==> src/design/sps_pkg.sv <==
package sps_pkg;

    // Default sizes of the sieve
    localparam int SPS_MAX_DIVISORS = 16;
    localparam int SPS_VALUE_WIDTH  = 16;

endpackage

==> src/design/sps_if.sv <==
// Input channel: candidate value and start flag
interface sps_in_if #(
    parameter int VALUE_WIDTH = sps_pkg::SPS_VALUE_WIDTH
);
    logic                   valid;
    logic                   ready;
    logic [VALUE_WIDTH-1:0] value;
    logic                   start_new;

    modport source (output valid, input ready, output value, output start_new);
    modport sink   (input valid, output ready, input value, input start_new);
endinterface

// Result channel: surviving prime and table-full flag
interface sps_out_if #(
    parameter int VALUE_WIDTH = sps_pkg::SPS_VALUE_WIDTH
);
    logic                   valid;
    logic                   ready;
    logic [VALUE_WIDTH-1:0] prime;
    logic                   overflow;

    modport source (output valid, input ready, output prime, output overflow);
    modport sink   (input valid, output ready, input prime, input overflow);
endinterface

==> src/design/streaming_prime_sieve_unit.sv <==
// Streaming trial-division prime sieve. Each accepted item carries a value and a
// start flag; the flag empties the divisor table before the value is handled.
// The value is tested against every stored divisor with one shared bit-serial
// (restoring) remainder unit; each divisor takes a memory fetch, a load, a
// division over all VALUE_WIDTH bits of the value and a check. The test stops
// at the first divisor that divides the value; a prime is tested against all
// stored ones. Values 0 and 1 give no result. A value that survives is sent
// out as a prime and appended to the table; when the table already holds
// MAX_DIVISORS entries it is still sent, with overflow set, and not stored.
// i_in.ready is high only while no item is in progress; a finished result sits
// in the output register, so the next item may be taken while it waits on
// o_res.ready.
module streaming_prime_sieve_unit #(
    parameter int MAX_DIVISORS = sps_pkg::SPS_MAX_DIVISORS,
    parameter int VALUE_WIDTH  = sps_pkg::SPS_VALUE_WIDTH
) (
    input  logic        i_clk,
    input  logic        i_rst_n,
    sps_in_if.sink      i_in,
    sps_out_if.source   o_res
);
    import sps_pkg::*;

    localparam int CNT_W = $clog2(MAX_DIVISORS + 1);
    localparam int IDX_W = (MAX_DIVISORS > 1) ? $clog2(MAX_DIVISORS) : 1;
    localparam int BIT_W = $clog2(VALUE_WIDTH);

    typedef enum logic [5:0] {
        S_IDLE  = 6'b000001,
        S_FETCH = 6'b000010,
        S_LOAD  = 6'b000100,
        S_DIV   = 6'b001000,
        S_CHECK = 6'b010000,
        S_EMIT  = 6'b100000
    } t_state;

    // Divisor table, one write and one registered read port
    logic [VALUE_WIDTH-1:0] r_mem [MAX_DIVISORS];
    logic [VALUE_WIDTH-1:0] r_div;

    t_state                 r_state,     n_state;
    logic [CNT_W-1:0]       r_count,     n_count;
    logic [CNT_W-1:0]       r_idx,       n_idx;
    logic [BIT_W-1:0]       r_bit,       n_bit;
    logic [VALUE_WIDTH-1:0] r_value,     n_value;
    logic [VALUE_WIDTH-1:0] r_shift,     n_shift;
    logic [VALUE_WIDTH-1:0] r_rem,       n_rem;
    logic                   r_out_valid, n_out_valid;
    logic [VALUE_WIDTH-1:0] r_prime,     n_prime;
    logic                   r_overflow,  n_overflow;

    logic                   w_wr_en;
    logic                   w_full;
    logic                   w_out_free;
    logic [VALUE_WIDTH:0]   w_trial;
    logic [VALUE_WIDTH+1:0] w_diff;
    logic [CNT_W-1:0]       w_idx_next;

    assign i_in.ready     = (r_state == S_IDLE);
    assign o_res.valid    = r_out_valid;
    assign o_res.prime    = r_prime;
    assign o_res.overflow = r_overflow;

    assign w_full     = (r_count >= CNT_W'(MAX_DIVISORS));
    assign w_out_free = !r_out_valid || o_res.ready;
    assign w_idx_next = r_idx + CNT_W'(1);

    // One restoring-division step: shift in next dividend bit, subtract if it fits
    assign w_trial = {r_rem, r_shift[VALUE_WIDTH-1]};
    assign w_diff  = {1'b0, w_trial} - {2'b00, r_div};

    always_comb begin
        n_state     = r_state;
        n_count     = r_count;
        n_idx       = r_idx;
        n_bit       = r_bit;
        n_value     = r_value;
        n_shift     = r_shift;
        n_rem       = r_rem;
        n_out_valid = r_out_valid;
        n_prime     = r_prime;
        n_overflow  = r_overflow;
        w_wr_en     = 1'b0;

        if (r_out_valid && o_res.ready) begin
            n_out_valid = 1'b0;
        end

        case (r_state)
            S_IDLE: begin
                if (i_in.valid) begin
                    n_value = i_in.value;
                    n_idx   = '0;
                    if (i_in.start_new) begin
                        n_count = '0;
                    end
                    if (i_in.value < VALUE_WIDTH'(2)) begin
                        n_state = S_IDLE;         // 0 and 1 are dropped
                    end else if (i_in.start_new || r_count == '0) begin
                        n_state = S_EMIT;         // empty table: prime at once
                    end else begin
                        n_state = S_FETCH;
                    end
                end
            end
            S_FETCH: begin
                n_state = S_LOAD;                 // read data lands in r_div
            end
            S_LOAD: begin
                n_rem   = '0;
                n_shift = r_value;
                n_bit   = BIT_W'(VALUE_WIDTH - 1);
                n_state = S_DIV;
            end
            S_DIV: begin
                n_rem   = w_diff[VALUE_WIDTH+1] ? w_trial[VALUE_WIDTH-1:0]
                                                : w_diff[VALUE_WIDTH-1:0];
                n_shift = {r_shift[VALUE_WIDTH-2:0], 1'b0};
                n_bit   = r_bit - BIT_W'(1);
                if (r_bit == '0) begin
                    n_state = S_CHECK;
                end
            end
            S_CHECK: begin
                if (r_rem == '0) begin
                    n_state = S_IDLE;             // divisible: no result
                end else begin
                    n_idx = w_idx_next;
                    if (w_idx_next == r_count) begin
                        n_state = S_EMIT;
                    end else begin
                        n_state = S_FETCH;
                    end
                end
            end
            S_EMIT: begin
                if (w_out_free) begin
                    n_out_valid = 1'b1;
                    n_prime     = r_value;
                    n_overflow  = w_full;
                    if (!w_full) begin
                        w_wr_en = 1'b1;
                        n_count = r_count + CNT_W'(1);
                    end
                    n_state = S_IDLE;
                end
            end
            default: begin
                n_state = S_IDLE;
            end
        endcase
    end

    always_ff @(posedge i_clk) begin
        if (!i_rst_n) begin
            r_state     <= S_IDLE;
            r_count     <= '0;
            r_out_valid <= 1'b0;
        end else begin
            r_state     <= n_state;
            r_count     <= n_count;
            r_out_valid <= n_out_valid;
        end
    end

    always_ff @(posedge i_clk) begin
        r_idx      <= n_idx;
        r_bit      <= n_bit;
        r_value    <= n_value;
        r_shift    <= n_shift;
        r_rem      <= n_rem;
        r_prime    <= n_prime;
        r_overflow <= n_overflow;
    end

    // Table write on append, registered read at the running index
    always_ff @(posedge i_clk) begin
        if (w_wr_en) begin
            r_mem[r_count[IDX_W-1:0]] <= r_value;
        end
    end

    always_ff @(posedge i_clk) begin
        r_div <= r_mem[r_idx[IDX_W-1:0]];
    end

endmodule

==> src/flat_wrapper.sv <==
// flat-port wrapper written by rule: the top's interface ports become plain ports
module streaming_prime_sieve_unit_flat import sps_pkg::*;
#(
    parameter int MAX_DIVISORS = sps_pkg::SPS_MAX_DIVISORS,
    parameter int VALUE_WIDTH  = sps_pkg::SPS_VALUE_WIDTH
)
  (i_clk, i_rst_n, i_in_valid, i_in_ready, i_in_value, i_in_start_new, o_res_valid, o_res_ready, o_res_prime, o_res_overflow);
  sps_in_if #(.VALUE_WIDTH(VALUE_WIDTH)) i_in_i ();
  sps_out_if #(.VALUE_WIDTH(VALUE_WIDTH)) o_res_i ();
  input  logic i_clk;
  input  logic i_rst_n;
  input wire logic [$bits(i_in_i.valid)-1:0] i_in_valid;
  output wire logic [$bits(i_in_i.ready)-1:0] i_in_ready;
  input wire logic [$bits(i_in_i.value)-1:0] i_in_value;
  input wire logic [$bits(i_in_i.start_new)-1:0] i_in_start_new;
  output wire logic [$bits(o_res_i.valid)-1:0] o_res_valid;
  input wire logic [$bits(o_res_i.ready)-1:0] o_res_ready;
  output wire logic [$bits(o_res_i.prime)-1:0] o_res_prime;
  output wire logic [$bits(o_res_i.overflow)-1:0] o_res_overflow;
  assign i_in_i.valid = i_in_valid;
  assign i_in_ready = i_in_i.ready;
  assign i_in_i.value = i_in_value;
  assign i_in_i.start_new = i_in_start_new;
  assign o_res_valid = o_res_i.valid;
  assign o_res_i.ready = o_res_ready;
  assign o_res_prime = o_res_i.prime;
  assign o_res_overflow = o_res_i.overflow;
  streaming_prime_sieve_unit #(.MAX_DIVISORS(MAX_DIVISORS), .VALUE_WIDTH(VALUE_WIDTH)) u_core (.i_clk(i_clk), .i_rst_n(i_rst_n), .i_in(i_in_i), .o_res(o_res_i));
endmodule
==> config.mk <==
export PLATFORM = sky130hd
export DESIGN_NAME = streaming_prime_sieve_unit_flat
export DESIGN_NICKNAME = d
export VERILOG_FILES = /design/src/design/sps_pkg.sv /design/src/design/sps_if.sv /design/src/design/streaming_prime_sieve_unit.sv /design/src/flat_wrapper.sv
export SDC_FILE = /design/constraint.sdc
export NUM_CORES = 1
export LEC_CHECK = 0
export BUFFER_PORTS_ARGS = -buffer_cell sky130_fd_sc_hd__clkbuf_2
export CORE_MARGIN = 2
export CORE_UTILIZATION = 45
export CTS_CLUSTER_SIZE = 16
export DETAILED_ROUTE_END_ITERATION = 6
export GPL_TIMING_DRIVEN = 0
export SLEW_MARGIN = 20
export SYNTH_ARGS = -nofsm -noshare
export SYNTH_HDL_FRONTEND = slang
export SYNTH_SLANG_ARGS = --single-unit
==> constraint.sdc <==
create_clock -name i_clk -period 3.7 [get_ports i_clk]
set_input_delay 0.555 -clock i_clk [delete_from_list [all_inputs] [get_ports i_clk]]
set_output_delay 0.555 -clock i_clk [all_outputs]
set_load 0.02 [all_outputs]
# ---- After elaboration in Yosys (flattened, before gate mapping)
# Memories as Yosys holds them, arrays and structs flattened. A register that Yosys moved wholly into a read port is not among the register bits.
# Index checks and enable logic that the tools add are counted.
# W data, S select, Z words.
dict set report totals {
  in_bits 21
  out_inout_bits 19
  reg_bits 86
  wordCells 73
  memories 1
  mem_bits_rw 256
}
dict set report classes {
  magnitude_cmp 2
  muxes 28
  addsub 4
  eq_ne 13
  reduce_logical 15
}
# memory words word_bits rd rd_clocked_by_memory_dff wr line_no
set memory_table {}
lappend memory_table {u_core.r_mem 16 16 1 1 1 streaming_prime_sieve_unit.sv:38} ;# logic [VALUE_WIDTH-1:0] r_mem [MAX_DIVISORS];
# cell count
set ops {}
lappend ops {{$pmux W16 S2} 2}
lappend ops {{$mux W6} 7}
lappend ops {{$pmux W6 S6} 1}
lappend ops {{$mux W5} 6}
lappend ops {{$pmux W5 S2} 2}
lappend ops {{$sub A17 B16 Y18} 1}
lappend ops {{$logic_not A16 Y1} 1}
lappend ops {{$lt A16 B2 Y1 const B} 1}
lappend ops {{$mux W16} 1}
lappend ops {{$add A5 B1 Y5 const B} 2}
lappend ops {{$mux W1} 8}
lappend ops {{$pmux W4 S2} 1}
lappend ops {{$eq A6 B1 Y1 const B} 1}
lappend ops {{$eq A6 B2 Y1 const B} 1}
lappend ops {{$eq A6 B3 Y1 const B} 1}
lappend ops {{$eq A6 B4 Y1 const B} 1}
lappend ops {{$eq A6 B5 Y1 const B} 1}
lappend ops {{$eq A6 B6 Y1 const B} 1}
lappend ops {{$ne A2 B1 Y1 const B} 3}
lappend ops {{$ne A2 B2 Y1 const B} 3}
lappend ops {{$reduce_and A3 Y1} 2}
lappend ops {{$reduce_bool A2 Y1} 3}
lappend ops {{$eq A5 B5 Y1} 1}
lappend ops {{$ge A5 B5 Y1 const B} 1}
lappend ops {{other kinds (8)} 10}

# ---- Depth between registers and ports, before layout
# Gate-level depths: netlist of run 1.
dict set report depth {
  depth_word 6
  mapped_depth 10
}

# ---- Least setup slack after synthesis of run 1
# OpenSTA, ideal clock, no wires.
dict set report synth_timing {
  path_type {reg2reg}
  from {reg u_core.r_state[1]}
  to {mem u_core.r_mem[3][0] (netlist bit), enable pin}
  required_ps 3291
  path_slack_ps 662
  synth_period_minus_slack_ps 3038
  stages_incl_launch_ff 5
  t_arrival_ps 2629
  path_buffers 0
  cell_sequence {dfxtp_1 > or4_4 > nor4_2 > nand2_1 > nor3_1}
}
dict set report synth_via {
  elab_chain_cells 4
}
# item line_no
set synth_rtl {}
lappend synth_rtl {{start: declaration} streaming_prime_sieve_unit.sv:41} ;# t_state r_state, n_state;
lappend synth_rtl {{start signal: assignment} streaming_prime_sieve_unit.sv:160} ;# r_state <= n_state;
lappend synth_rtl {{$eq A6 B6 Y1} streaming_prime_sieve_unit.sv:89} ;# case (r_state)
lappend synth_rtl {{$mux W1} streaming_prime_sieve_unit.sv:89}
lappend synth_rtl {{$mux W1} streaming_prime_sieve_unit.sv:178} ;# if (w_wr_en) begin
lappend synth_rtl {{$mux W1 (not written as such)} streaming_prime_sieve_unit.sv:179} ;# r_mem[r_count[IDX_W-1:0]] <= r_value;
lappend synth_rtl {{end: declaration} streaming_prime_sieve_unit.sv:38}
# No other way between the ends.

# ---- Worst setup path after layout of run 1
dict set report layout_timing {
  from {reg u_core.r_state[1]}
  to {mem u_core.r_mem[0][6] (netlist bit), enable pin}
}
# Same word-level chain as after synthesis.

==> results.toml, run 1 <==
[yosys]
yosys.cell_count.top_type = "edfxtp_1"
yosys.area.top_type = "edfxtp_1"
synthesis.area_um2 = 14500
synth_common_cells = "edfxtp_1, nand2_1, mux4_2"
synthSimpleGateAreaFrac_pct = 6.62
synth_flop_cell = "edfxtp_1"
async_reset_ff_share_pct = 0
muxShareOfSynthArea_pct = 12.5
synth_area_per_cell_um2 = 17.4
yosysSeqAreaShare_pct = 72.2
yosysTopAreaCellShare_pct = 68.3
yosys_register_bits = 358
ys_types = 61
synth-compound-area-share_pct = 3.80
yosys_warnings = 0
syn_nets = 877
synth_xor_area_share_pct = 1.09
synth-edff-count = 330
synth_top_family_by_area = "multiplexers"
postSynthCellCount = 833
synthAdderAreaFrac_pct = 2.04
yosys-top-cells-area = "edfxtp_1, mux4_2, dfxtp_1"

[detailed_routing]
wl_per_cell_um = 22.3
drtPass1Iterations = 5
first_iter_violations = 794
drtAntennaViolNets = 0
drcViolationCount = 0
finalWirelength_um = 30300
vias_per_cell = 5.60
vias = 7619

[power]
ir_drop_v = 0.000422
p_leak_nw = 5.56
p_per_area_nw_per_um2 = 684

[timing]
finalSetupViolCount = 0
period_needed_ns = 3.08
fin_ws_ns = 0.624
hold_slack_ns = 0.204
worst_pin_slew_ns = 1.06
relSlewSlack_pct = 29.4
drv_slew = 0
rsz0062_at_grt = "no"
finalClockSkew_ns = 0.0138
finalCritPeriodShare_pct = 83.1
max_freq_mhz = 325
hold_viol = 0

[placed_design]
place_ws_ns = 0.589
dp_hpwl_um = 20500
place.gp.congestion = 0.789
io_buffers = 39

[cts]
clk_latency_ns = 0.52
cts_tree = "built"
cts_root_buf = "clkbuf_16"
hold_buffers = 0
path_clk_slew_ns = 0.06
post-cts-setup-buffers = 0
cts_resized = 0
htree_levels = 2
numCtsBuffers = 38
clk_path_buf_depth = 3
clock-sinks = 358

[global_route]
grt_overflow = 0
antenna_found_initial = 0
grtUsageTotal_pct = 18.4
grt_pass1_wl_um = 46200
grt_max_degree = 27
grt_pass1_vias = 7600

[finish]
n_antenna_cell = 0
area_growth_pct = 14.7
regArea_um2 = 10500
fill_cells = 2508
multi_input_area_um2 = 3850
drive_gt1_share_pct = 24.4
nets = 972

[worst_setup_path]
rr_endpoint = "u_core.r_mem[0][6]"
r2r-start = "u_core.r_state[1]"
cp-end-kind = "flip-flop"
r2r_cells = 4
crit_type = "reg -> reg"
r2r_slack_ns = 0.62
worstPathArrival_ns = 3.21
critPathLaunchType = "flip-flop"
cp.required_ns = 3.84
startpoint = "u_core.r_state[1]"
path_max_fanout = 18

[die]
dieArea_um2 = 33700
io_pins = 40
die_h_um = 184
die_x_um = 184
start_util_pct = 45.8
rows = 65
core_um2 = 31600

[job]
maxCapViolCount = 0

[outcome]
status = "complete, no violations"

[min_path]
hold_path_depth = 1
min_to = "u_core.r_value[0]"
holdCritStartpoint = "i_in_value[0]"
hold_class = "in -> reg"
[per-layer routing]
layer  GRT usage (%)  vias to the layer above  part of all wire, %
met2            29.9                      208                   48
met4            4.70                        0                  1.9
met1            26.4                     3891                   45
met3            2.60                       40                  4.8
li1                -                     3480                    -
met5               0                        -                    0
[cell usage in the layout (no fill, tap or decap), drive strengths merged, types with 10 or more instances in the layout]
| cell type | count |
|---|---|
| a21oi | 25 |
| inv | 29 |
| nor2 | 45 |
| ha | 22 |
| clkinv | 19 |
| dfxtp | 28 |
| xor2 | 11 |
| nand2 | 91 |
| buf | 30 |
| edfxtp | 330 |
| mux4 | 80 |
| nor4 | 10 |
| nor3 | 11 |
| clkbuf | 108 |
| o21ai | 21 |
| nand3 | 12 |
[state kept, by name, summed over array words and instances (netlist names), 4 cells and up]
name                count
u_core.r_value         16
u_core.r_mem          256
u_core.r_div           16
u_core.r_shift         16
u_core.o_res.prime     16
u_core.r_rem           16
u_core.r_count          5
u_core.r_idx            5
u_core.r_state          6
u_core.r_bit            4
[cells by family after synthesis]
group | Yosys count
AOI/OAI and AO/OA | 84
xor gates and xnor gates | 18
adders and majority gates | 23
buffers and inverters | 62
DFF | 358
muxes | 81
and+or+nand+nor | 207
[worst max path at each step]
| stage | endpoint | slack (ns) | depth (start not counted) |
|---|---|---|---|
| 5_1_grt | u_core.r_mem[0][6] | 0.51 | 4 |
| 3_3_place_gp | u_core.r_mem[3][15] | -0.84 | 4 |
| 4_1_cts | u_core.r_mem[0][1] | 0.55 | 4 |
| 2_1_floorplan | u_core.r_mem[3][0] | 0.66 | 4 |
| 6_report | u_core.r_mem[0][6] | 0.62 | 4 |
| 3_5_place_dp | u_core.r_mem[0][2] | 0.59 | 4 |
[critical path, stage by stage (launching register included)]
cell	delay, ns
dfxtp_1	0.34
or4_4	0.58
or2_2	0.35
nor2_4	0.54
and2_1	0.87
[area by class of cell]
type	count	area share, %
buffer	34	0.910
tap	402	3.02
timing repair buffer	55	2.22
clock buffer	49	6.21
multi-input combinational	413	23.1
inverter	28	0.639
clock inverter	21	0.940
sequential	358	62.9
[per-stage QoR]
stage	cells	power (mW)	setup TNS (ns)	util, %	area, um2
global placement	1274	7.83	-45.68	48.0	15200
CTS	1360	11.5	0	52.6	16600
finish	1360	11.4	0	52.6	16600
global route	1360	11.9	0	52.6	16600
floorplan	833	7.05	0	-	14500
detailed placement	1290	7.86	0	48.8	15400
[where the power goes]
group	internal, mW	switching, mW	total, mW	leakage (nW)
clock	2.06	1.55	3.62	0.594
sequential	4.90	0.330	5.23	3.20
combinational	1.11	1.42	2.53	1.77
total	8.08	3.31	11.4	5.56
No activity file was read; power rests on OpenSTA's default activity.
==> run 2: changes to the inputs <==
==> constraint.sdc (replaced) <==
create_clock -name i_clk -period 2.9 [get_ports i_clk]
set_input_delay 0.435 -clock i_clk [delete_from_list [all_inputs] [get_ports i_clk]]
set_output_delay 0.435 -clock i_clk [all_outputs]
set_load 0.02 [all_outputs]
==> run 2 against run 1 <==
  * Wire length rose by 0.63%
  * Via count is 1.4% higher
  * Clock skew grew 0.00059 ns
  * Core utilization up 0.40 points
  * Critical path depth up 1
  * Sequential power grew 28%
  * Flip-flop and latch count unchanged
  * Die area unchanged
  * Fmax grew 10%
  * Highest routed layer unchanged
==> results.toml, run 2 (synthesis gave the netlist of run 1 again) <==
[outcome]
status = "complete, no violations"

[finish]
n_antenna_cell = 0
regArea_um2 = 10500
area_growth_pct = 15.6
mostFrequentLayoutCell = "edfxtp_1"
nets = 976
final_cell_mix = "edfxtp_1, nand2_1, mux4_2, clkbuf_2, clkbuf_16"
largest_reg_flops = 256
fill_cells = 2510
multi_input_area_um2 = 3880
drive_gt1_share_pct = 24.6

[worst_setup_path]
cp-end-kind = "flip-flop"
worstPathArrival_ns = 3.01
cp.required_ns = 3.12
path_max_fanout = 11
cpMaxStageDelayCell = "or4_4"
crit_type = "reg -> reg"
crit_chain = "or4_4 -> nor4_2 -> nand2_1 -> nor2_2 -> buf_8"
r2r-start = "u_core.r_state[1]"
critPathLaunchType = "flip-flop"
startpoint = "u_core.r_state[1]"
slowest_delay_ns = 0.59

[placed_design]
dp_hpwl_um = 21300
place.gp.congestion = 0.794
place_ws_ns = -0.752
io_buffers = 39

[die]
rows = 65
dieArea_um2 = 33700
core_um2 = 31600
die_h_um = 184
start_util_pct = 45.8
die_x_um = 184
io_pins = 40

[timing]
relSlewSlack_pct = 36.4
finalCritPeriodShare_pct = 96.4
rsz0062_at_grt = "no"
hold_slack_ns = 0.0967
worst_pin_slew_ns = 0.954
finalClockSkew_ns = 0.0144
max_freq_mhz = 358
drv_slew = 0
hold_viol = 0
fin_ws_ns = 0.104
setup_tns_ns = 0
finalSetupViolCount = 0
period_needed_ns = 2.80

[detailed_routing]
vias = 7723
topRoutingLayerUsed = "met4"
drt-met1-wl_um = 13500
first_iter_violations = 620
finalWirelength_um = 30500
vias_per_cell = 5.67
wl_per_cell_um = 22.4
drcViolationCount = 0
drtAntennaViolNets = 0
met2_length_um = 14700
drtPass1Iterations = 6
dr_wl_met3_um = 1540

[cts]
clock-sinks = 358
clk_path_buf_depth = 3
numCtsBuffers = 37
path_clk_slew_ns = 0.06
cts_tree = "built"
htree_levels = 2
hold_buffers = 0
clk_latency_ns = 0.51
cts_root_buf = "clkbuf_16"

[power]
p_per_area_nw_per_um2 = 864
ir_drop_v = 0.000605
p_leak_nw = 5.57

[global_route]
grt_max_degree = 30
grt_pass1_vias = 7782
grtUsageTotal_pct = 18.6
antenna_found_initial = 0
grt_overflow = 0
grt_pass1_wl_um = 46900

[min_path]
hold_class = "in -> reg"
holdCritStartpoint = "i_in_value[0]"

[job]
maxCapViolCount = 0
run 2: cell count changes in the layout (fill, tap and decap cells not counted), moves of 2 or more:
cell and change:
clkinv_2 -5, clkbuf_1 +2, buf_6 -4, nor3_2 -3, nor3_4 +3, buf_4 -2
clkinv_8 -2, buf_12 +3, buf_8 +8
run 2: through the flow:
| step | util (%) | std cells | total power, mW | cell area, um2 |
|---|---|---|---|---|
| after floorplan | - | 833 | 8.99 | 14500 |
| after global placement | 48.1 | 1274 | 10.0 | 15200 |
| after detailed placement | 49.0 | 1290 | 10.1 | 15500 |
| after CTS | 52.8 | 1361 | 14.6 | 16700 |
| after global routing | 53.0 | 1363 | 15.2 | 16800 |
| final | 53.0 | 1363 | 14.5 | 16800 |
run 2: path summary, 6_finish.rpt:
| path | depth (start not counted) | end | slack, ns |
|---|---|---|---|
| hold reg to reg | 2 | u_core.r_shift[4] | 0.51 |
| hold / removal | 1 | u_core.r_value[0] | 0.1 |
| setup / recovery | 5 | u_core.r_mem[15][12] | 0.10 |
| setup reg to reg | 5 | u_core.r_mem[15][12] | 0.10 |
run 2: area by class of cell:
| class | count | area share [%] |
|---|---|---|
| Multi-Input combinational cell | 413 | 23.2 |
| Tap cell | 402 | 3.00 |
| Timing Repair Buffer | 60 | 2.92 |
| Inverter | 28 | 0.634 |
| Sequential cell | 358 | 62.5 |
| Clock inverter | 16 | 0.642 |
| Buffer | 34 | 0.903 |
| Clock buffer | 52 | 6.29 |
run 2: per-layer routing:
metal / vias to the layer above / global-route usage (%)
met5: - / 0
met2: 227 / 30.5
met4: 0 / 5.31
met1: 3965 / 26.1
met3: 44 / 2.97
li1: 3487 / -
run 2: what timing repair did:
item,4_1_cts,5_1_grt
endpoints found under the setup margin,40,45
gates resized for setup,3,6
pin swaps,3,3
setup buffers,3,2
run 2: report_power, final:
part	leakage, nW	switching [mW]	internal, mW
Combinational	1.80	1.88	1.43
Sequential	3.20	0.413	6.26
Clock	0.570	1.86	2.63
Total	5.57	4.15	10.3
run 2: critical path: cells and delay by family, from the launching register on:
family,cells,cell delay (ns)
and+or+nand+nor,4,1.95
DFF,1,0.34
buffers and inverters,1,0.21
==> run 3: changes to the inputs <==
--- a/config.mk
+++ b/config.mk
@@ -11,6 +11,7 @@
 export CTS_CLUSTER_SIZE = 16
 export DETAILED_ROUTE_END_ITERATION = 6
 export GPL_TIMING_DRIVEN = 0
+export REMOVE_ABC_BUFFERS = 1
 export SLEW_MARGIN = 20
 export SYNTH_ARGS = -nofsm -noshare
 export SYNTH_HDL_FRONTEND = slang
==> run 3 against run 2 <==
  * Non-clock buffer count fell by 18
  * First-iteration DRC count rose by 20%
  * Flip-flop and latch count did not move
  * Hold slack got worse by 0.0043 ns
  * Clock-buffer cell count rose by 1
  * Critical path type unchanged
  * Largest power group unchanged
==> results.toml, run 3 (synthesis gave the netlist of run 1 again) <==
[worst_setup_path]
slowest_delay_ns = 0.69
crit_chain = "or4_4 -> nor4_4 -> nand2_1 -> nor2_4"
startpoint = "u_core.r_state[1]"
cp.required_ns = 3.04
cpMaxStageDelayCell = "nor2_4"
worstPathArrival_ns = 2.95
crit_type = "reg -> reg"
path_max_fanout = 16
r2r-start = "u_core.r_state[1]"
critPathLaunchType = "flip-flop"
cp-end-kind = "flip-flop"

[finish]
area_growth_pct = 18.1
nets = 959
drive_gt1_share_pct = 26.6
n_antenna_cell = 0
finalNonFillerCells = 1346
final_area_um2 = 17100
mostFrequentLayoutCell = "edfxtp_1"
largest_reg_flops = 256
final_cell_mix = "edfxtp_1, nand2_1, mux4_2, clkbuf_16, clkbuf_2"

[cts]
clk_latency_ns = 0.53
clk_path_buf_depth = 3
clock-sinks = 358
cts_tree = "built"
path_clk_slew_ns = 0.06
htree_levels = 2
numCtsBuffers = 38
cts_root_buf = "clkbuf_16"
hold_buffers = 0

[timing]
finalCritPeriodShare_pct = 97.0
period_needed_ns = 2.81
finalClockSkew_ns = 0.0262
drv_slew = 0
rsz0062_at_grt = "no"
relSlewSlack_pct = 45.0
hold_viol = 0
worst_pin_slew_ns = 0.825
max_freq_mhz = 356
finalSetupViolCount = 0

[global_route]
antenna_found_initial = 0
grt_overflow = 0
grt_pass1_wl_um = 48300
grt_max_degree = 28
grtUsageTotal_pct = 19.6
grt_pass1_vias = 7711

[die]
die_h_um = 184
core_um2 = 31600
die_x_um = 184
start_util_pct = 45.8
dieArea_um2 = 33700
io_pins = 40
rows = 65

[power]
intPower_mw = 10.9
seq_power_share_pct = 44.9
clockPowerShare_pct = 33.4
ir_drop_v = 0.000649
p_switching_mw = 4.13
p_per_area_nw_per_um2 = 880
switching_share_pct = 27.4
comb_power_share_pct = 21.8
p_leak_nw = 5.72

[detailed_routing]
vias_per_cell = 5.65
first_iter_violations = 747
drtPass1Iterations = 5
vias = 7611
drtAntennaViolNets = 0
drcViolationCount = 0
finalWirelength_um = 31800
wl_per_cell_um = 23.7

[placed_design]
placed_area_um2 = 15700
io_buffers = 39
place.gp.congestion = 0.793
dp_hpwl_um = 20500
place_inst = 1268

[job]
maxCapViolCount = 0

[outcome]
status = "complete, no violations"

[min_path]
hold_class = "in -> reg"
holdCritStartpoint = "i_in_value[0]"
## run 3: cell count changes in the layout (fill, tap and decap cells not counted), sizes merged
cell | previous run | this run
clkinv | 14 | 11
buf | 34 | 37
clkinvlp | 1 | 2
clkbuf | 112 | 92
inv | 28 | 26
bufinv | 1 | 5
## run 3: cell type report
type	instances	area, um2
sequential	358	10500
clock buffer	53	1090
tap	402	503
inverter	28	110
fill	2437	14500
timing repair buffer	76	797
clock inverter	16	229
multi-input combinational	413	3930
## run 3: final timing paths
path / end / slack (ns) / cells past startpoint
worst max-delay path: u_core.r_mem[5][12] / 0.09 / 4
worst min-delay path: u_core.r_value[0] / 0.09 / 1
worst max register to register: u_core.r_mem[5][12] / 0.09 / 4
worst min register to register: u_core.r_shift[2] / 0.51 / 2
## run 3: stage by stage
step	power, mW	worst slack, ns	hold slack [ns]	util (%)	TNS [ns]
floorplan	9.00	-1.17	0.484	-	-28.48
global placement	9.97	-2.56	0.490	47.6	-408.42
detailed placement	10.1	-0.378	0.492	49.5	-9.71
CTS	15.2	0.0344	0.0771	53.8	0
global route	15.8	0.0183	0.0807	54.1	0
finish	15.1	0.0875	0.0924	54.1	0
## run 3: critical path: cells and delay by family (launching register included)
| family | cells | cell delay (ns) |
|---|---|---|
| flops | 1 | 0.35 |
| simple gates | 4 | 2.06 |
## run 3: what timing repair did
item	4_1_cts	5_1_grt
setup endpoints to repair	152	33
buffers inserted	1	7
gates resized for setup	5	2
pin swaps	1	3
## run 3: layer usage
| metal | wire length (um) | share of wire, % | track usage (%) |
|---|---|---|---|
| met1 | 14200 | 45 | 28.0 |
| met2 | 15800 | 50 | 32.2 |
| met3 | 1400 | 4.4 | 2.93 |
| met4 | 456 | 1.4 | 4.22 |
| met5 | 0 | 0 | 0 |
## run 3: power groups by stage
stage	Combinational [mW]	Sequential, mW	Clock (mW)
2_1_floorplan	2.13	6.87	0
3_3_place_gp	2.76	7.21	0
3_5_place_dp	3.22	6.90	0
4_1_cts	3.25	6.80	5.12
5_1_grt	3.62	6.83	5.33
6_report	3.28	6.76	5.03
